--- src/rtl/vdcs_pkg.sv ---
// ----------------------------------------------------------------------------
// vdcs_pkg
// Types, register map and helpers shared by the drive and cooling supervisor.
// ----------------------------------------------------------------------------
package vdcs_pkg;

  localparam int unsigned PCT_W   = 7;
  localparam int unsigned PRESS_W = 16;
  localparam int unsigned TEMP_W  = 9;   // signed degrees, -40 .. 225
  localparam int unsigned PROD_W  = 15;  // diff * 100 fits below 2**15
  localparam int unsigned ADDR_W  = 5;
  localparam int unsigned DATA_W  = 32;

  localparam logic [PCT_W-1:0] PCT_FULL = 7'd100;

  // register indexes (byte address is 4 * index)
  localparam logic [2:0] REG_COOL_START = 3'd0;
  localparam logic [2:0] REG_FULL_COOL  = 3'd1;
  localparam logic [2:0] REG_SHUTDOWN   = 3'd2;
  localparam logic [2:0] REG_P_LOW      = 3'd3;
  localparam logic [2:0] REG_P_HIGH     = 3'd4;
  localparam logic [2:0] REG_PUMP_MIN   = 3'd5;
  localparam logic [2:0] REG_BRAKE_THR  = 3'd6;

  // reset values
  localparam logic [PCT_W-1:0]   RST_COOL_START = 7'd40;
  localparam logic [PCT_W-1:0]   RST_FULL_COOL  = 7'd55;
  localparam logic [PCT_W-1:0]   RST_SHUTDOWN   = 7'd60;
  localparam logic [PRESS_W-1:0] RST_P_LOW      = 16'd10000;
  localparam logic [PRESS_W-1:0] RST_P_HIGH     = 16'd30000;
  localparam logic [PCT_W-1:0]   RST_PUMP_MIN   = 7'd50;
  localparam logic [PCT_W-1:0]   RST_BRAKE_THR  = 7'd10;

  // direction command codes
  localparam logic [1:0] DIR_NONE    = 2'd0;
  localparam logic [1:0] DIR_FORWARD = 2'd1;
  localparam logic [1:0] DIR_REVERSE = 2'd2;

  typedef enum logic [1:0] {
    DRV_ERROR   = 2'd0,
    DRV_FORWARD = 2'd1,
    DRV_REVERSE = 2'd2
  } drive_t;

  typedef enum logic [2:0] {
    S_IDLE,
    S_MAX,
    S_PREP,
    S_DIV,
    S_DONE
  } seq_t;

  typedef struct packed {
    logic [31:0]        drive_temps_raw;
    logic signed [7:0]  coolant_temp_a;
    logic signed [7:0]  coolant_temp_b;
    logic [15:0]        pressure_a;
    logic [15:0]        pressure_b;
    logic [18:0]        fault_bits;
    logic [2:0]         driver_bits;
    logic [15:0]        wheel_speeds;
    logic [6:0]         accel_travel_a;
    logic [6:0]         accel_travel_b;
    logic [6:0]         brake_travel;
  } in_item_t;

  typedef struct packed {
    logic [6:0] fan_percent;
    logic [6:0] pump_percent;
    logic       shutdown_cmd;
    logic [1:0] direction_cmd;
    logic       throttle_valid;
    logic [6:0] throttle_percent;
    logic       brake_light;
    logic       inverter_fault;
    logic       car_running;
    logic       car_in_reverse;
  } out_item_t;

  // Temperature source i of a snapshot, in degrees.
  function automatic logic signed [TEMP_W-1:0] temp_at(in_item_t it, logic [2:0] i);
    logic signed [TEMP_W-1:0] t;
    t = '0;
    case (i)
      3'd0: t = $signed({1'b0, it.drive_temps_raw[7:0]})   - 9'sd30;
      3'd1: t = $signed({1'b0, it.drive_temps_raw[15:8]})  - 9'sd30;
      3'd2: t = $signed({1'b0, it.drive_temps_raw[23:16]}) - 9'sd40;
      3'd3: t = $signed({1'b0, it.drive_temps_raw[31:24]}) - 9'sd40;
      3'd4: t = it.coolant_temp_a[7] ? '0 : $signed({1'b0, it.coolant_temp_a});
      3'd5: t = it.coolant_temp_b[7] ? '0 : $signed({1'b0, it.coolant_temp_b});
      default: t = '0;
    endcase
    return t;
  endfunction

  function automatic logic [PCT_W-1:0] sat100(logic [PCT_W-1:0] v);
    return (v > PCT_FULL) ? PCT_FULL : v;
  endfunction

endpackage

--- src/rtl/vehicle_drive_and_cooling_supervisor_unit.sv ---
// ----------------------------------------------------------------------------
// vehicle_drive_and_cooling_supervisor_unit
// Cooling control, direction machine and throttle from one loop snapshot.
// ----------------------------------------------------------------------------
// Usage:
//   Input channel (in_valid / in_stall / in_data) carries one snapshot per
//   request; output channel (out_valid / out_stall / out_data) returns one
//   result per snapshot, in order. The user sets limits over the APB-style
//   port (psel, penable, pwrite, paddr, pwdata, prdata, pready) only while
//   idle; the block itself does not enforce this.
// Timing:
//   One shared signed comparator scans the six temperatures in S_MAX, a
//   setup step (S_PREP) scales the excess by 100, then a restoring divider
//   (S_DIV) retires one quotient bit per cycle. S_DONE loads the result into
//   the output register, and a new snapshot is taken once the sequencer is
//   back in S_IDLE. With the fans off or pinned at full the divider is
//   skipped. in_stall is high while in work.
// Stall:
//   The output register holds its result while out_stall is high; a new
//   snapshot is still accepted, and its finished result waits in the last
//   sequencer step until the output register frees up.
// Reset:
//   rst_n (synchronous) loads the default limits, puts the direction machine
//   in forward, clears the held pump drive and empties the output register.
// ----------------------------------------------------------------------------
module vehicle_drive_and_cooling_supervisor_unit (
  input  logic                          clk,
  input  logic                          rst_n,
  input  logic                          in_valid,
  output logic                          in_stall,
  input  vdcs_pkg::in_item_t            in_data,
  output logic                          out_valid,
  input  logic                          out_stall,
  output vdcs_pkg::out_item_t           out_data,
  input  logic                          psel,
  input  logic                          penable,
  input  logic                          pwrite,
  input  logic [vdcs_pkg::ADDR_W-1:0]   paddr,
  input  logic [vdcs_pkg::DATA_W-1:0]   pwdata,
  output logic [vdcs_pkg::DATA_W-1:0]   prdata,
  output logic                          pready
);

  localparam int unsigned PCT_W   = vdcs_pkg::PCT_W;
  localparam int unsigned PRESS_W = vdcs_pkg::PRESS_W;
  localparam int unsigned TEMP_W  = vdcs_pkg::TEMP_W;
  localparam int unsigned PROD_W  = vdcs_pkg::PROD_W;
  localparam int unsigned DATA_W  = vdcs_pkg::DATA_W;

  // configuration
  logic [PCT_W-1:0]   cool_start_r, full_cool_r, shutdown_r, pump_min_r, brake_thr_r;
  logic [PRESS_W-1:0] p_low_r, p_high_r;
  logic               cfg_wr;
  logic [2:0]         cfg_idx;

  // sequencer and datapath
  vdcs_pkg::seq_t            state_r, state_nxt;
  vdcs_pkg::in_item_t        item_r, item_nxt;
  logic [2:0]                idx_r, idx_nxt;
  logic signed [TEMP_W-1:0]  hot_r, hot_nxt;
  logic                      active_r, active_nxt;
  logic                      degen_r, degen_nxt;
  logic [3:0]                cnt_r, cnt_nxt;
  logic [PROD_W-1:0]         quo_r, quo_nxt;
  logic [PCT_W-1:0]          rem_r, rem_nxt;
  logic [PCT_W-1:0]          span_r, span_nxt;
  vdcs_pkg::drive_t          drive_r, drive_nxt;
  logic [PCT_W-1:0]          held_r, held_nxt;
  vdcs_pkg::out_item_t       out_r, out_nxt;
  logic                      out_valid_r, out_valid_nxt;

  // temperature select, divider compare / subtract unit and result terms
  logic signed [TEMP_W-1:0]  t_cur;
  logic [PCT_W:0]            rem_sh;
  logic                      div_ge;
  logic [PCT_W:0]            rem_sub;
  logic [7:0]                diff;
  logic [PCT_W-1:0]          fan_c, pmin_c, pump_c, acc_a, acc_b, thr_c;
  logic                      p_bad, errors, brake_on, run_c, commit;
  vdcs_pkg::drive_t          drive_c;
  logic [1:0]                dir_c;
  logic                      shut_c;

  // ---------------------------------------------------------------- config
  assign pready  = 1'b1;
  assign cfg_idx = paddr[4:2];
  assign cfg_wr  = psel && penable && pwrite && pready;

  always_ff @(posedge clk) begin
    if (!rst_n) begin
      cool_start_r <= vdcs_pkg::RST_COOL_START;
      full_cool_r  <= vdcs_pkg::RST_FULL_COOL;
      shutdown_r   <= vdcs_pkg::RST_SHUTDOWN;
      p_low_r      <= vdcs_pkg::RST_P_LOW;
      p_high_r     <= vdcs_pkg::RST_P_HIGH;
      pump_min_r   <= vdcs_pkg::RST_PUMP_MIN;
      brake_thr_r  <= vdcs_pkg::RST_BRAKE_THR;
    end else if (cfg_wr) begin
      case (cfg_idx)
        vdcs_pkg::REG_COOL_START: cool_start_r <= pwdata[PCT_W-1:0];
        vdcs_pkg::REG_FULL_COOL:  full_cool_r  <= pwdata[PCT_W-1:0];
        vdcs_pkg::REG_SHUTDOWN:   shutdown_r   <= pwdata[PCT_W-1:0];
        vdcs_pkg::REG_P_LOW:      p_low_r      <= pwdata[PRESS_W-1:0];
        vdcs_pkg::REG_P_HIGH:     p_high_r     <= pwdata[PRESS_W-1:0];
        vdcs_pkg::REG_PUMP_MIN:   pump_min_r   <= pwdata[PCT_W-1:0];
        vdcs_pkg::REG_BRAKE_THR:  brake_thr_r  <= pwdata[PCT_W-1:0];
        default: ;
      endcase
    end
  end

  always_comb begin
    prdata = '0;
    case (cfg_idx)
      vdcs_pkg::REG_COOL_START: prdata = DATA_W'(cool_start_r);
      vdcs_pkg::REG_FULL_COOL:  prdata = DATA_W'(full_cool_r);
      vdcs_pkg::REG_SHUTDOWN:   prdata = DATA_W'(shutdown_r);
      vdcs_pkg::REG_P_LOW:      prdata = DATA_W'(p_low_r);
      vdcs_pkg::REG_P_HIGH:     prdata = DATA_W'(p_high_r);
      vdcs_pkg::REG_PUMP_MIN:   prdata = DATA_W'(pump_min_r);
      vdcs_pkg::REG_BRAKE_THR:  prdata = DATA_W'(brake_thr_r);
      default:                  prdata = '0;
    endcase
  end

  // ---------------------------------------------------------------- datapath terms
  assign t_cur   = vdcs_pkg::temp_at(item_r, idx_r);
  assign rem_sh  = {rem_r, quo_r[PROD_W-1]};
  assign div_ge  = rem_sh >= {1'b0, span_r};
  assign rem_sub = rem_sh - {1'b0, span_r};
  assign diff    = 8'(hot_r - $signed({2'b00, cool_start_r}));

  always_comb begin
    if (!active_r) begin
      fan_c = '0;
    end else if (degen_r) begin
      fan_c = vdcs_pkg::PCT_FULL;
    end else if (quo_r > PROD_W'(vdcs_pkg::PCT_FULL)) begin
      fan_c = vdcs_pkg::PCT_FULL;
    end else begin
      fan_c = quo_r[PCT_W-1:0];
    end
    pmin_c = vdcs_pkg::sat100(pump_min_r);
    p_bad  = (item_r.pressure_a < p_low_r) || (item_r.pressure_b < p_low_r) ||
             (item_r.pressure_a > p_high_r) || (item_r.pressure_b > p_high_r);
    if (!active_r) begin
      pump_c = held_r;
    end else if (p_bad) begin
      pump_c = '0;
    end else begin
      pump_c = (fan_c <= pmin_c) ? pmin_c : fan_c;
    end

    errors = (|item_r.fault_bits) || !item_r.driver_bits[0] ||
             (hot_r >= $signed({2'b00, shutdown_r}));
    shut_c  = 1'b0;
    dir_c   = vdcs_pkg::DIR_NONE;
    drive_c = drive_r;
    case (drive_r)
      vdcs_pkg::DRV_FORWARD: begin
        if (errors || item_r.driver_bits[1]) begin
          shut_c  = 1'b1;
          drive_c = vdcs_pkg::DRV_ERROR;
        end
      end
      vdcs_pkg::DRV_REVERSE: begin
        if (errors || !item_r.driver_bits[1]) begin
          shut_c  = 1'b1;
          drive_c = vdcs_pkg::DRV_ERROR;
        end
      end
      default: begin
        drive_c = vdcs_pkg::DRV_ERROR;
        if (!errors && item_r.wheel_speeds == '0) begin
          if (item_r.driver_bits[1]) begin
            dir_c   = vdcs_pkg::DIR_REVERSE;
            drive_c = vdcs_pkg::DRV_REVERSE;
          end else begin
            dir_c   = vdcs_pkg::DIR_FORWARD;
            drive_c = vdcs_pkg::DRV_FORWARD;
          end
        end
      end
    endcase

    brake_on = item_r.brake_travel >= brake_thr_r;
    run_c    = (drive_c == vdcs_pkg::DRV_FORWARD) || (drive_c == vdcs_pkg::DRV_REVERSE);
    acc_a    = vdcs_pkg::sat100(item_r.accel_travel_a);
    acc_b    = vdcs_pkg::sat100(item_r.accel_travel_b);
    thr_c    = '0;
    if (!brake_on && run_c) begin
      thr_c = (acc_a < acc_b) ? acc_a : acc_b;
      if (drive_c == vdcs_pkg::DRV_REVERSE) begin
        thr_c = thr_c >> 1;
      end
    end
  end

  // ---------------------------------------------------------------- sequencer
  assign commit = (state_r == vdcs_pkg::S_DONE) && (!out_valid_r || !out_stall);

  always_comb begin
    state_nxt     = state_r;
    item_nxt      = item_r;
    idx_nxt       = idx_r;
    hot_nxt       = hot_r;
    active_nxt    = active_r;
    degen_nxt     = degen_r;
    cnt_nxt       = cnt_r;
    quo_nxt       = quo_r;
    rem_nxt       = rem_r;
    span_nxt      = span_r;
    drive_nxt     = drive_r;
    held_nxt      = held_r;
    out_nxt       = out_r;
    out_valid_nxt = out_valid_r && out_stall;
    in_stall      = (state_r != vdcs_pkg::S_IDLE);

    case (state_r)
      vdcs_pkg::S_IDLE: begin
        if (in_valid) begin
          item_nxt  = in_data;
          hot_nxt   = vdcs_pkg::temp_at(in_data, 3'd0);
          idx_nxt   = 3'd1;
          state_nxt = vdcs_pkg::S_MAX;
        end
      end
      vdcs_pkg::S_MAX: begin
        if (t_cur > hot_r) begin
          hot_nxt = t_cur;
        end
        idx_nxt = idx_r + 3'd1;
        if (idx_r == 3'd5) begin
          state_nxt = vdcs_pkg::S_PREP;
        end
      end
      vdcs_pkg::S_PREP: begin
        active_nxt = hot_r > $signed({2'b00, cool_start_r});
        degen_nxt  = full_cool_r <= cool_start_r;
        span_nxt   = full_cool_r - cool_start_r;
        quo_nxt    = PROD_W'(diff * vdcs_pkg::PCT_FULL);
        rem_nxt    = '0;
        cnt_nxt    = 4'(PROD_W - 1);
        // no division needed when the fans are off or pinned at full
        if (hot_r > $signed({2'b00, cool_start_r}) && full_cool_r > cool_start_r) begin
          state_nxt = vdcs_pkg::S_DIV;
        end else begin
          state_nxt = vdcs_pkg::S_DONE;
        end
      end
      vdcs_pkg::S_DIV: begin
        rem_nxt = div_ge ? rem_sub[PCT_W-1:0] : rem_sh[PCT_W-1:0];
        quo_nxt = {quo_r[PROD_W-2:0], div_ge};
        cnt_nxt = cnt_r - 4'd1;
        if (cnt_r == '0) begin
          state_nxt = vdcs_pkg::S_DONE;
        end
      end
      vdcs_pkg::S_DONE: begin
        if (commit) begin
          held_nxt                      = pump_c;
          drive_nxt                     = drive_c;
          out_nxt.fan_percent           = fan_c;
          out_nxt.pump_percent          = pump_c;
          out_nxt.shutdown_cmd          = shut_c;
          out_nxt.direction_cmd         = dir_c;
          out_nxt.throttle_valid        = run_c;
          out_nxt.throttle_percent      = thr_c;
          out_nxt.brake_light           = brake_on;
          out_nxt.inverter_fault        = item_r.driver_bits[2] ||
                                          (drive_c == vdcs_pkg::DRV_ERROR);
          out_nxt.car_running           = run_c;
          out_nxt.car_in_reverse        = (drive_c == vdcs_pkg::DRV_REVERSE);
          out_valid_nxt                 = 1'b1;
          state_nxt                     = vdcs_pkg::S_IDLE;
        end
      end
      default: state_nxt = vdcs_pkg::S_IDLE;
    endcase
  end

  always_ff @(posedge clk) begin
    if (!rst_n) begin
      state_r     <= vdcs_pkg::S_IDLE;
      drive_r     <= vdcs_pkg::DRV_FORWARD;
      held_r      <= '0;
      out_valid_r <= 1'b0;
    end else begin
      state_r     <= state_nxt;
      drive_r     <= drive_nxt;
      held_r      <= held_nxt;
      out_valid_r <= out_valid_nxt;
    end
  end

  always_ff @(posedge clk) begin
    item_r   <= item_nxt;
    idx_r    <= idx_nxt;
    hot_r    <= hot_nxt;
    active_r <= active_nxt;
    degen_r  <= degen_nxt;
    cnt_r    <= cnt_nxt;
    quo_r    <= quo_nxt;
    rem_r    <= rem_nxt;
    span_r   <= span_nxt;
    out_r    <= out_nxt;
  end

  assign out_valid = out_valid_r;
  assign out_data  = out_r;

  // ---------------------------------------------------------------- checks
  a_fan_range: assert property (@(posedge clk) disable iff (!rst_n)
    out_valid |-> out_data.fan_percent <= vdcs_pkg::PCT_FULL)
    else $error("fan drive above full scale");

  a_thr_gated: assert property (@(posedge clk) disable iff (!rst_n)
    out_valid && !out_data.throttle_valid |-> out_data.throttle_percent == '0)
    else $error("throttle sent while not running");

  a_shutdown_err: assert property (@(posedge clk) disable iff (!rst_n)
    out_valid && out_data.shutdown_cmd |-> out_data.inverter_fault && !out_data.car_running)
    else $error("shutdown without error state");

  a_dir_state: assert property (@(posedge clk) disable iff (!rst_n)
    out_valid && out_data.direction_cmd != vdcs_pkg::DIR_NONE |->
      out_data.car_running &&
      (out_data.car_in_reverse == (out_data.direction_cmd == vdcs_pkg::DIR_REVERSE)))
    else $error("direction command disagrees with drive state");

  a_commit_once: assert property (@(posedge clk) disable iff (!rst_n)
    commit |=> state_r == vdcs_pkg::S_IDLE && out_valid_r)
    else $error("finished result not loaded into output register");

endmodule

--- config.mk ---
export PLATFORM = sky130hd
export DESIGN_NAME = vehicle_drive_and_cooling_supervisor_unit
export DESIGN_NICKNAME = d
export VERILOG_FILES = /design/src/rtl/vdcs_pkg.sv /design/src/rtl/vehicle_drive_and_cooling_supervisor_unit.sv
export SDC_FILE = /design/constraint.sdc
export NUM_CORES = 1
export LEC_CHECK = 0
export ABC_AREA = 1
export BUFFER_PORTS_ARGS = -buffer_cell sky130_fd_sc_hd__buf_2
export CORE_MARGIN = 2
export CORE_UTILIZATION = 58
export CTS_CLUSTER_SIZE = 20
export DETAILED_ROUTE_END_ITERATION = 6
export PLACE_DENSITY = 0.81
export SETUP_SLACK_MARGIN = 0.2
export SLEW_MARGIN = 25
export SYNTH_ARGS = -nofsm -noshare
export SYNTH_HDL_FRONTEND = slang
export SYNTH_SLANG_ARGS = --single-unit
--- constraint.sdc ---
create_clock -name clk -period 10 [get_ports clk]
set_clock_uncertainty 0.2 [all_clocks]
set_input_delay 2 -clock clk [delete_from_list [all_inputs] [get_ports clk]]
set_output_delay 2 -clock clk [all_outputs]
set_load 0.05 [all_outputs]
==> key figures, run 1 <==
Floorplan
  • Die area: 28660 µm²
  • FP Rows: 60
  • Initial Util: between 50% and 60%
  • Height of the die: around 170 µm
  • Core Region: approximately 27000 µm²
  • Die X: between 150 and 200 µm
  • IO Pins: 247

Yosys
  • FF+latch count, synth: a little under 300
  • Synth Instances: about 1700
  • Share of flip-flops with an asynchronous set or reset: 0%
  • Post-Synth Adder-Cell Area: 13.39%
  • Largest family of logic cells by synthesized area: simple AND/OR/NAND/NOR gates
  • Netlist Area Pre-Place: 15850 µm²
  • Number of synthesized flops with an enable pin: roughly 210
  • Total number of yosys warnings: 0
  • Sequential share of the synthesized area: between 50% and 60%
  • Syn_area_per_cell: 9.465 µm²
  • Ys flop type: edfxtp_1
  • Post-synthesis mux area share: less than 1%
  • Compound-Gate Fraction of Synth Area: 11.07%
  • Cell variety after synth: between 50 and 60
  • Post-synthesis xor/xnor area fraction: between 1 and 1.5%
  • Post-synthesis simple-gate area fraction: around 16%

Hold path
  • Worst min path class: flop to flop
  • Worst Hold Launch: out_valid$_SDFF_PN0_
  • Cell count of the worst hold path: 2
  • Worst hold endpoint: out_valid$_SDFF_PN0_

Setup path
  • Arr. time, crit path: 3.82 ns
  • R2R Setup Slk: approximately 5.4 ns
  • Setup CP Type: input port to output pin
  • Most frequent CP cell: buf_2
  • Worst R2R End: quo_r[13]$_DFFE_PP_
  • Element type at the critical path end: output pin
  • Crit path max-delay family: compound AO/OA/AOI/OAI gates
  • WP data required: just under 8 ns
  • Depth of the worst register-to-register path: 17
  • Worst-path fanout max: 14
  • Slowest cell delay on critical path: 0.43 ns
  • R2R Path Start: hot_r[0]$_DFFE_PP_
  • Worst Path Buf+Inv: 3
  • CP max stage cell: nand2_1
  • Critical path, cell by cell: buf_2, nor2_1, nand2_1, inv_1, a221oi_1, o2111ai_1, buf_2
  • Startpoint class of the critical path: input port

Route
  • Via count: 12370
  • DR iter-0 viols: 932
  • Vias per std cell: roughly 5.5
  • DRC violations left: 0
  • First drt pass iteration count: 5
  • Antenna viol nets, final: 0
  • Final WL: ~36000 µm
  • Avg WL per Cell: ~16 µm

Place
  • Post-DP Area: roughly 17000 µm²
  • Routability Congestion: 0.8960
  • Count of input and output buffers: roughly 210
  • Placed cells: 2200
  • Hpwl dp: around 27000 µm

Clocking
  • Insertion delay to the later sink of the worst-skew pair: 0.56 ns
  • Clock root cell: clkbuf_16
  • Clock buffer depth: 3
  • H-tree levels: 1
  • Hold Buf Count CTS: 0
  • Num Clock Sinks: between 200 and 300
  • Cts bufs inserted: 29
  • CTS-repair resized insts: 0
  • Buffers inserted by post-CTS timing repair: 0
  • Reg clk slew, reported paths: around 0.07 ns
  • CTS tree: built

Pwr
  • Switching share of power: 38.79%
  • Internal Power: roughly 3.2 mW
  • Power share of the combinational group: 45.3%
  • Clock Power Share: between 20% and 30%
  • Power Density: between 200 and 300 nW/µm²
  • Leak Pwr: 8.284 nW
  • Psw: roughly 2.0 mW
  • Seq pwr share: ~34%
  • Peak supply drop: between 0.0003 and 0.0004 V

Global route
  • Met3 Use GR: about 4.2%
  • Top Usage Layer GRT: met2
  • Antenna violations before repair: 5
  • First-pass GRT wire length: between 50000 and 60000 µm
  • Routing usage on met1: between 30% and 40%
  • Remaining Overflow, GRT: 0
  • Gr usage total: ~24%
  • Met2 GRT Util: slightly above 40%
  • Largest net degree at the start of global routing: 82
  • Vias in the first global route: between 10000 and 15000

STA
  • Slew Viols, Final: 0
  • RSZ-0062 raised after global routing: no
  • Max-slew headroom: 32.53%
  • Setup TNS Final: 0 ns
  • Post-route minimum period: 6.022 ns
  • Highest clock rate: between 150 and 200 MHz
  • Worst-margin pin slew: ~1.0 ns
  • Final Hold Vio Count: 0
  • Final setup violation count: 0
  • Crit share post-route: 60.22%

Job
  • Max Cap Violations: 0

Layout
  • Fin util: 67.80%
  • Fill cells: approximately 2100
  • Share of layout cells above drive strength 1: around 15%
  • Finished Cell Area: between 15000 and 20000 µm²
  • Non-filler cells in the finished layout: ~2300
  • Area grow syn2layout: 15.00%
  • Nets: roughly 2200

Outcome
  • Status: finished, final reports clean
## layout by cell type (no fill, tap or decap), types with 15 or more instances in the layout
cell type and instances:
o211ai_1 15, edfxtp_1 214, ha_1 160, clkbuf_16 29
buf_2 211, nand2_1 335, dfxtp_1 80, o21ai_0 109
nand4_1 19, o22ai_1 18, nand3_1 70, xor2_1 21
a21oi_1 121, inv_1 229, nor3_1 17, conb_1 17
nor2_1 116
## power by group through the flow
| stage | Clock (mW) | Combinational (mW) | Sequential, mW |
|---|---|---|---|
| 6_report | 1.11 | 2.39 | 1.78 |
| 2_1_floorplan | 0 | 1.81 | 1.82 |
| 3_5_place_dp | 0 | 2.35 | 1.80 |
| 4_1_cts | 1.12 | 2.38 | 1.78 |
| 5_1_grt | 1.17 | 2.72 | 1.80 |
| 3_3_place_gp | 0 | 2.23 | 1.79 |
## worst register-to-register path, stage by stage (launching register included)
cell      delay, ns
edfxtp_1       0.43
inv_1          0.14
ha_1           0.16
inv_1          0.06
fa_1           0.41
nand3_1        0.08
and2_1         0.15
o21ai_0        0.10
xor2_1         0.31
inv_1          0.11
ha_1           0.31
ha_1           0.32
ha_1           0.32
ha_1           0.39
inv_1          0.08
o311ai_0       0.46
xnor2_1        0.19
o21ai_0        0.10
## routing by layer
layer	up-vias	routed length, µm
li1	6131	-
met1	5698	14770
met2	455	17240
met3	79	2476
met4	4	1176
met5	-	29
## flip-flops by register name, summed over array words and instances (netlist names)
name          flops
out_valid         1
degen_r           1
out_data         28
drive_r           2
hot_r             9
rem_r             7
quo_r            15
cool_start_r      7
state_r           3
p_high_r         16
shutdown_r        7
pump_min_r        7
active_r          1
held_r            7
idx_r             3
brake_thr_r       7
cnt_r             4
p_low_r          16
item_r          139
full_cool_r       7
span_r            7
## per-stage QoR
stage | power [mW] | setup slack, ns | hold slack (ns)
6_report | 5.281 | 3.978 | 0.2945
5_1_grt | 5.692 | 3.866 | 0.3250
4_1_cts | 5.281 | 3.991 | 0.2973
3_5_place_dp | 4.151 | 3.987 | 0.2883
3_3_place_gp | 4.023 | 3.996 | 0.2812
2_1_floorplan | 3.632 | 0.6616 | 0.2484
## cells in the mapped netlist (15+ instances only)
| library cell | count | area, µm² |
|---|---|---|
| xor2_1 | 21 | 183.9 |
| buf_4 | 18 | 135.1 |
| a21oi_1 | 121 | 605.6 |
| o21ai_0 | 109 | 545.5 |
| o211ai_1 | 15 | 112.6 |
| nor2_1 | 117 | 439.2 |
| nand4_1 | 19 | 118.9 |
| o22ai_1 | 18 | 112.6 |
| ha_1 | 160 | 2002 |
| nand3_1 | 70 | 350.3 |
| edfxtp_1 | 214 | 6426 |
| dfxtp_1 | 80 | 1602 |
| nand2_1 | 335 | 1257 |
| nor3_1 | 17 | 85.08 |
| inv_1 | 229 | 859.6 |
| clkbuf_1 | 16 | 60.06 |
## area by class of cell
type | instances | area (µm²) | area share [%]
sequential | 294 | 8028 | 44.05
multi-input combinational | 1109 | 6721 | 36.89
timing repair buffer | 218 | 1149 | 6.303
inverter | 239 | 899.6 | 4.937
clock buffer | 40 | 827.0 | 4.539
tap | 341 | 426.7 | 2.341
clock inverter | 14 | 163.9 | 0.8995
antenna | 3 | 7.507 | 0.04120
## logic make-up (layout without fill, tap and decap cells)
logic type	Yosys count	count (layout)
buffers and inverters	286	511
AOI/OAI and AO/OA	310	310
other	2	20
muxes	5	5
DFF	294	294
and+or+nand+nor	584	584
xor gates and xnor gates	27	27
adders and majority gates	166	166
## how the worst max path moves through the flow
stage | start | end | slack, ns | cells past startpoint
final | paddr[3] | prdata[5] | 3.98 | 7
after global routing | paddr[3] | prdata[5] | 3.87 | 7
after CTS | paddr[3] | prdata[5] | 3.99 | 7
after detailed placement | paddr[3] | prdata[5] | 3.99 | 7
after global placement | paddr[3] | prdata[6] | 4.00 | 7
after floorplan | in_valid | hot_r[0]$_DFFE_PP_ | 0.66 | 4
Note: power is estimated with default switching activity, not from simulation.
==> run 2, diff against run 1 <==
==> constraint.sdc (replaced) <==
create_clock -name clk -period 5.6 [get_ports clk]
set_clock_uncertainty 0.2 [all_clocks]
set_input_delay 1.12 -clock clk [delete_from_list [all_inputs] [get_ports clk]]
set_output_delay 1.12 -clock clk [all_outputs]
set_load 0.05 [all_outputs]
==> run 2 against run 1 <==
Power increased by 77%. Worst hold slack improved by 0.014 ns. Sequential cell count unchanged. Sequential power increased by 78%. Combinational power increased by 77%.
==> key figures, run 2 (same netlist as run 1, synthesis figures left out) <==
Outcome
  • Status: finished, final reports clean

Layout
  • Multi-input combinational cell area: 6721 µm² (unchanged)
  • Most frequent cells in the layout: nand2_1 (335), inv_1 (229), edfxtp_1 (214), buf_2 (210), ha_1 (160)
  • Register area: 8028 µm² (unchanged)
  • Non-filler cells in the finished layout: 2256 (-0.089%)
  • Max FFs per register: 139 (unchanged)
  • Fill cells: 2101 (+0.43%)
  • Most flop-heavy register: item_r
  • Finished Cell Area: 18140 µm² (-0.45%)
  • Nets: 2239 (-0.045%)
  • Share of layout cells above drive strength 1: 14.96% (-0.40 points)
  • Most common cell after layout, fill and taps aside: nand2_1
  • Area grow syn2layout: 14.48%
  • Biggest registers after layout: item_r (139), out_data (28)

Clocking
  • Cts bufs inserted: 30 (+3.4%)
  • H-tree levels: 1 (unchanged)
  • Clock buffer depth: 3 (unchanged)
  • Num Clock Sinks: 294 (unchanged)
  • Buffers inserted by post-CTS timing repair: 0 (unchanged)
  • Clock root cell: clkbuf_16
  • Reg clk slew, reported paths: 0.06 ns (about the same)
  • Hold Buf Count CTS: 0 (unchanged)
  • Insertion delay to the later sink of the worst-skew pair: 0.56 ns (about the same)
  • CTS-repair resized insts: 0 (unchanged)
  • CTS tree: built

Global route
  • First-pass GRT wire length: 56180 µm (-0.25%)
  • Gr usage total: 24.27% (-0.072 points)
  • Vias in the first global route: 11720 (-0.043%)
  • Largest net degree at the start of global routing: 140 (+71%)
  • Antenna violations before repair: 4 (-1)
  • Remaining Overflow, GRT: 0 (unchanged)

Pwr
  • Peak supply drop: 0.0006967 V (+97%)
  • Seq pwr share: 34.0% (+0.4 points)
  • Power share of the combinational group: 45.4% (about the same)
  • Psw: 3.638 mW (+78%)
  • Clock Power Share: 20.6% (-0.5 points)
  • Total Power: 9.347 mW (+77%)
  • Internal Power: 5.709 mW (+77%)
  • Switching share of power: 38.92% (+0.13 points)
  • Power Density: 515.3 nW/µm² (+78%)
  • Leak Pwr: 8.248 nW (-0.44%)

Route
  • DRC violations left: 0 (unchanged)
  • Antenna viol nets, final: 0 (unchanged)
  • Final WL: 35510 µm (-0.53%)
  • Vias per std cell: 5.501 (+0.44%)
  • DR iter-0 viols: 903 (-3.1%)
  • Avg WL per Cell: 15.74 µm (-0.44%)
  • First drt pass iteration count: 6 (+1)
  • Via count: 12410 (+0.36%)

Setup path
  • Critical path, cell by cell: inv_1, ha_1, inv_1, fa_1, nand3_1, and2_1, o21ai_0, xor2_1, inv_1, ha_1, ha_1, ha_1, ha_1, inv_1, o311ai_0, xnor2_1, o21ai_0
  • WP data required: 5.70 ns (-2.10 ns)
  • Slowest cell delay on critical path: 0.43 ns (about the same)
  • Startpoint class of the critical path: flop
  • Arr. time, crit path: 4.52 ns (+0.70 ns)
  • Element type at the critical path end: flop
  • Most frequent CP cell: ha_1
  • Setup CP Type: flop to flop
  • Worst-path fanout max: 5 (-9)
  • CP max stage cell: o311ai_0

STA
  • Final Hold Vio Count: 0 (unchanged)
  • Highest clock rate: 226.3 MHz
  • Post-route minimum period: 4.420 ns
  • RSZ-0062 raised after global routing: no
  • Slew Viols, Final: 0 (unchanged)
  • Worst-margin pin slew: 0.9501 ns (-0.06190 ns)
  • Crit share post-route: 78.92%
  • Final setup violation count: 0 (unchanged)
  • Max-slew headroom: 36.66% (+4.1 points)
  • Setup TNS Final: 0 ns (unchanged)

Floorplan
  • Die X: 169.3 µm (unchanged)
  • Height of the die: 169.3 µm (unchanged)
  • Initial Util: 58.96% (unchanged)
  • Die area: 28660 µm² (unchanged)
  • FP Rows: 60 (unchanged)
  • IO Pins: 247 (unchanged)
  • Core Region: 26880 µm² (unchanged)

Place
  • Hpwl dp: 26840 µm (-1.1%)
  • Post-DP Area: 17180 µm² (about the same)
  • Count of input and output buffers: 211 (unchanged)
  • Routability Congestion: 0.9043 (+0.93%)
  • Placed cells: 2199 (-0.045%)

Hold path
  • Worst min path class: flop to flop

Job
  • Max Cap Violations: 0 (unchanged)
run 2: cell types whose count changed in the layout (fill, tap and decap cells not counted), sizes merged:
cell,previous run,this run
clkbuf,40,38
buf,218,216
inv,241,238
clkinvlp,3,1
clkinv,6,13
run 2: path summary, 6_finish.rpt:
check / slack (ns) / cells past startpoint / startpoint / end
worst max-delay path: 1.18 / 17 / hot_r[0]$_DFFE_PP_ / quo_r[13]$_DFFE_PP_
worst min-delay path: 0.31 / 2 / brake_thr_r[6]$_SDFFE_PN0P_ / brake_thr_r[6]$_SDFFE_PN0P_
worst min register to register: 0.31 / 2 / brake_thr_r[6]$_SDFFE_PN0P_ / brake_thr_r[6]$_SDFFE_PN0P_
worst max register to register: 1.18 / 17 / hot_r[0]$_DFFE_PP_ / quo_r[13]$_DFFE_PP_
run 2: area by class of cell:
type                            instances  share of cell area [%]
Inverter                              239                   4.959
Sequential cell                       294                   44.25
Clock inverter                         16                  0.9243
Multi-Input combinational cell       1109                   37.05
Clock buffer                           38                   4.304
Timing Repair Buffer                  216                   6.111
Antenna cell                            3                 0.04139
Tap cell                              341                   2.352
run 2: power by group through the flow:
| stage | Combinational (mW) | Clock, mW | Sequential [mW] |
|---|---|---|---|
| 2_1_floorplan | 3.24 | 0 | 3.20 |
| 3_3_place_gp | 3.99 | 0 | 3.20 |
| 3_5_place_dp | 4.18 | 0 | 3.21 |
| 4_1_cts | 4.24 | 1.96 | 3.17 |
| 5_1_grt | 4.87 | 2.05 | 3.21 |
| 6_report | 4.24 | 1.93 | 3.17 |
run 2: metrics by stage:
step                hold slack, ns  setup WS [ns]  utilization (%)
floorplan                   0.2484          1.090                -
global placement            0.2748          1.325            63.93
detailed placement          0.2955          1.208            63.93
CTS                         0.3053          1.188            67.46
global route                0.3230         0.9376            67.49
finish                      0.3081          1.180            67.50
run 2: critical path: cells and delay by family, from the launching register on:
family          cells  cell delay (ns)
flops               1             0.42
compound gates      3             0.62
xor+xnor            2             0.45
fa+ha+maj           6             1.84
simple gates        2             0.26
buf+inv             4             0.37
run 2: metal layers:
layer	GRT usage, %	vias to the layer above	share of wire, %
met2	40.46	485	48
met1	31.39	5691	41
li1	-	6125	-
met3	4.244	108	6.7
met5	0	-	0.042
met4	10.33	2	4.2
==> run 3, diff against run 2 <==
--- a/config.mk
+++ b/config.mk
@@ -8,10 +8,10 @@
 export ABC_AREA = 1
 export BUFFER_PORTS_ARGS = -buffer_cell sky130_fd_sc_hd__buf_2
 export CORE_MARGIN = 2
-export CORE_UTILIZATION = 58
+export CORE_UTILIZATION = 52
 export CTS_CLUSTER_SIZE = 20
 export DETAILED_ROUTE_END_ITERATION = 6
-export PLACE_DENSITY = 0.81
+export PLACE_DENSITY = 0.77
 export SETUP_SLACK_MARGIN = 0.2
 export SLEW_MARGIN = 25
 export SYNTH_ARGS = -nofsm -noshare
==> constraint.sdc (replaced) <==
create_clock -name clk -period 3.85 [get_ports clk]
set_clock_uncertainty 0.2 [all_clocks]
set_input_delay 0.77 -clock clk [delete_from_list [all_inputs] [get_ports clk]]
set_output_delay 0.77 -clock clk [all_outputs]
set_load 0.05 [all_outputs]
==> run 3 against run 2 <==
The run now ends with setup timing left. Routed wire length is 6.7% higher. Via count rose by 1.5%. Sequential cell count unchanged. Die area increased by 11%. Sequential power rose by 45%. Non-clock buffer count rose by 52. Critical path depth increased by 2. First-iteration DRC count shrank 1.4%. Global-route usage decreased by 1.4 points. Largest cell class unchanged. Largest power group unchanged.
==> key figures, run 3 (same netlist as run 1, synthesis figures left out) <==
Global route
  • Antenna violations before repair: 3 (-1)
  • Largest net degree at the start of global routing: 63 (-55%)
  • First-pass GRT wire length: 58440 µm (+4.0%)
  • Vias in the first global route: 11920 (+1.7%)
  • Remaining Overflow, GRT: 0 (unchanged)
  • Gr usage total: 22.91% (-1.4 points)

STA
  • Final Hold Vio Count: 0 (unchanged)
  • Post-route minimum period: 3.883 ns (-0.5361 ns)
  • Slew Viols, Final: 0 (unchanged)
  • Setup TNS Final: -0.03948 ns (-0.03948 ns)
  • Highest clock rate: 257.5 MHz (+14%)
  • Worst-margin pin slew: 0.8915 ns (-0.05862 ns)
  • Fin worst setup slack: -0.03349 ns (-1.214 ns)
  • RSZ-0062 raised after global routing: yes
  • Crit share post-route: 100.9% (+22 points)
  • Final setup violation count: 2 (+2)
  • Max-slew headroom: 40.43% (+3.8 points)

Layout
  • Biggest registers after layout: item_r (139), out_data (28)
  • Area grow syn2layout: 21.23%
  • Most common cell after layout, fill and taps aside: nand2_1
  • Fin util: 64.47% (-3.0 points)
  • Nets: 2291 (+2.3%)
  • Fill cells: 2315 (+10%)
  • Most frequent cells in the layout: nand2_1 (326), inv_1 (219), edfxtp_1 (214), buf_2 (211), ha_1 (137)
  • Most flop-heavy register: item_r
  • Max FFs per register: 139 (unchanged)
  • Share of layout cells above drive strength 1: 21.01% (+6.0 points)

Setup path
  • Startpoint class of the critical path: flop
  • Worst R2R End: quo_r[11]$_DFFE_PP_
  • Setup CP Type: flop to flop
  • Origin of the worst setup path: hot_r[0]$_DFFE_PP_
  • Arr. time, crit path: 3.98 ns (-0.54 ns)
  • R2R Setup Slk: -0.03 ns (-1.21 ns)
  • Element type at the critical path end: flop
  • WP data required: 3.95 ns (-1.75 ns)
  • R2R Path Start: hot_r[0]$_DFFE_PP_
  • Worst-path fanout max: 4 (-1)
  • Depth of the worst register-to-register path: 19 (+2)

Clocking
  • Hold Buf Count CTS: 0 (unchanged)
  • Reg clk slew, reported paths: 0.06 ns (about the same)
  • Clock buffer depth: 3 (unchanged)
  • Insertion delay to the later sink of the worst-skew pair: 0.56 ns (about the same)
  • H-tree levels: 1 (unchanged)
  • CTS tree: built
  • Num Clock Sinks: 294 (unchanged)
  • Clock root cell: clkbuf_16
  • Cts bufs inserted: 30 (unchanged)

Floorplan
  • FP Rows: 63 (+5.0%)
  • Die area: 31880 µm² (+11%)
  • Die X: 178.6 µm (+5.5%)
  • Core Region: 29800 µm² (+11%)
  • Height of the die: 178.6 µm (+5.5%)
  • IO Pins: 247 (unchanged)
  • Initial Util: 53.18% (-5.8 points)

Route
  • First drt pass iteration count: 5 (-1)
  • Avg WL per Cell: 16.07 µm (+2.1%)
  • Final WL: 37890 µm (+6.7%)
  • Vias per std cell: 5.344 (-2.9%)
  • Via count: 12600 (+1.5%)
  • DRC violations left: 0 (unchanged)
  • DR iter-0 viols: 890 (-1.4%)
  • Antenna viol nets, final: 0 (unchanged)

Place
  • Hpwl dp: 27960 µm (+4.2%)
  • Count of input and output buffers: 211 (unchanged)
  • Routability Congestion: 0.9168 (+1.4%)

Pwr
  • Leak Pwr: 8.587 nW (+4.1%)
  • Power Density: 940.9 nW/µm² (+83%)
  • Peak supply drop: 0.001235 V (+77%)

Outcome
  • Failing checks: setup timing
  • Status: complete, but fails checks

Job
  • Max Cap Violations: 0 (unchanged)

Hold path
  • Worst Hold Launch: in_data[97]
  • Worst min path class: input port to flop
  • Cell count of the worst hold path: 1 (-1)
  • Worst hold endpoint: item_r[97]$_DFFE_PP_
[run 3: cell types whose count changed in the layout (fill, tap and decap cells not counted), moves of 5 or more]
cell	delta
ha_1	-23
buf_4	+47
o21ai_1	+7
inv_2	+9
nand3_1	-7
o21ai_0	-9
ha_4	+22
nand2_1	-9
inv_1	-10
a21oi_1	-5
nand2_2	+8
[run 3: cell type report]
| class | instances | area (µm²) | share of cell area (%) |
|---|---|---|---|
| Antenna cell | 2 | 5.005 | 0.02606 |
| Inverter | 239 | 912.1 | 4.749 |
| Clock buffer | 38 | 812.0 | 4.227 |
| Sequential cell | 294 | 8029 | 41.80 |
| Clock inverter | 18 | 193.9 | 1.010 |
| Tap cell | 390 | 488.0 | 2.540 |
| Timing Repair Buffer | 268 | 1543 | 8.032 |
| Multi-Input combinational cell | 1109 | 7226 | 37.62 |
[run 3: per-stage QoR]
stage          total power, mW  setup slack (ns)  instance area [µm²]  hold slack, ns  std cells
3_5_place_dp             12.50          -0.06698                17680          0.2843       2273
6_report                 18.07          -0.03349                19210          0.1829       2358
3_3_place_gp             12.21          -0.03250                17680          0.2783       2273
4_1_cts                  16.12           0.04931                18840          0.1658       2335
2_1_floorplan            10.54           -0.1231                16150          0.2484       1689
5_1_grt                  19.21           -0.1522                19200          0.1587       2356
[run 3: routing by layer]
layer	track usage [%]	up-vias	share of wire, %
met4	7.012	2	3.2
li1	-	6223	-
met3	3.346	80	6.0
met5	0	-	0.032
met2	39.33	416	49
met1	29.98	5880	42
[run 3: worst max-delay path by stage]
stage	end	slack (ns)	cells after the start
final	quo_r[11]$_DFFE_PP_	-0.03	19
after global routing	quo_r[12]$_DFFE_PP_	-0.15	20
after CTS	quo_r[12]$_DFFE_PP_	0.05	20
after detailed placement	quo_r[11]$_DFFE_PP_	-0.07	19
after global placement	quo_r[12]$_DFFE_PP_	-0.03	20
after floorplan	hot_r[0]$_DFFE_PP_	-0.12	4
[run 3: worst max-delay path, cell delays in order, from the launching register on]
cell and delay, ns:
edfxtp_1 0.40, inv_2 0.10, ha_4 0.12, inv_2 0.04, fa_2 0.36, nand3_2 0.07, and2_4 0.17, xnor2_4 0.13
ha_4 0.23, ha_4 0.26, inv_2 0.04, fa_1 0.51, inv_2 0.05, ha_4 0.27, buf_4 0.14, nand2_2 0.08
nand2_2 0.06, a21oi_2 0.16, xor2_1 0.17, o21ai_1 0.07
[run 3: repair_timing]
action | in CTS | in global routing
pin swaps | 21 | 28
gates resized for setup | 23 | 38
setup endpoints to repair | 15 | 22
setup buffers | 6 | 20
gates cloned | 0 | 1
[run 3: where the power goes]
| part | switching [mW] | leakage, nW | total (mW) | internal (mW) |
|---|---|---|---|---|
| registers | 0.259 | 2.64 | 4.61 | 4.35 |
| clock network | 1.19 | 0.491 | 2.94 | 1.75 |
| logic | 5.57 | 5.45 | 10.5 | 4.95 |
| total | 7.01 | 8.59 | 18.1 | 11.1 |
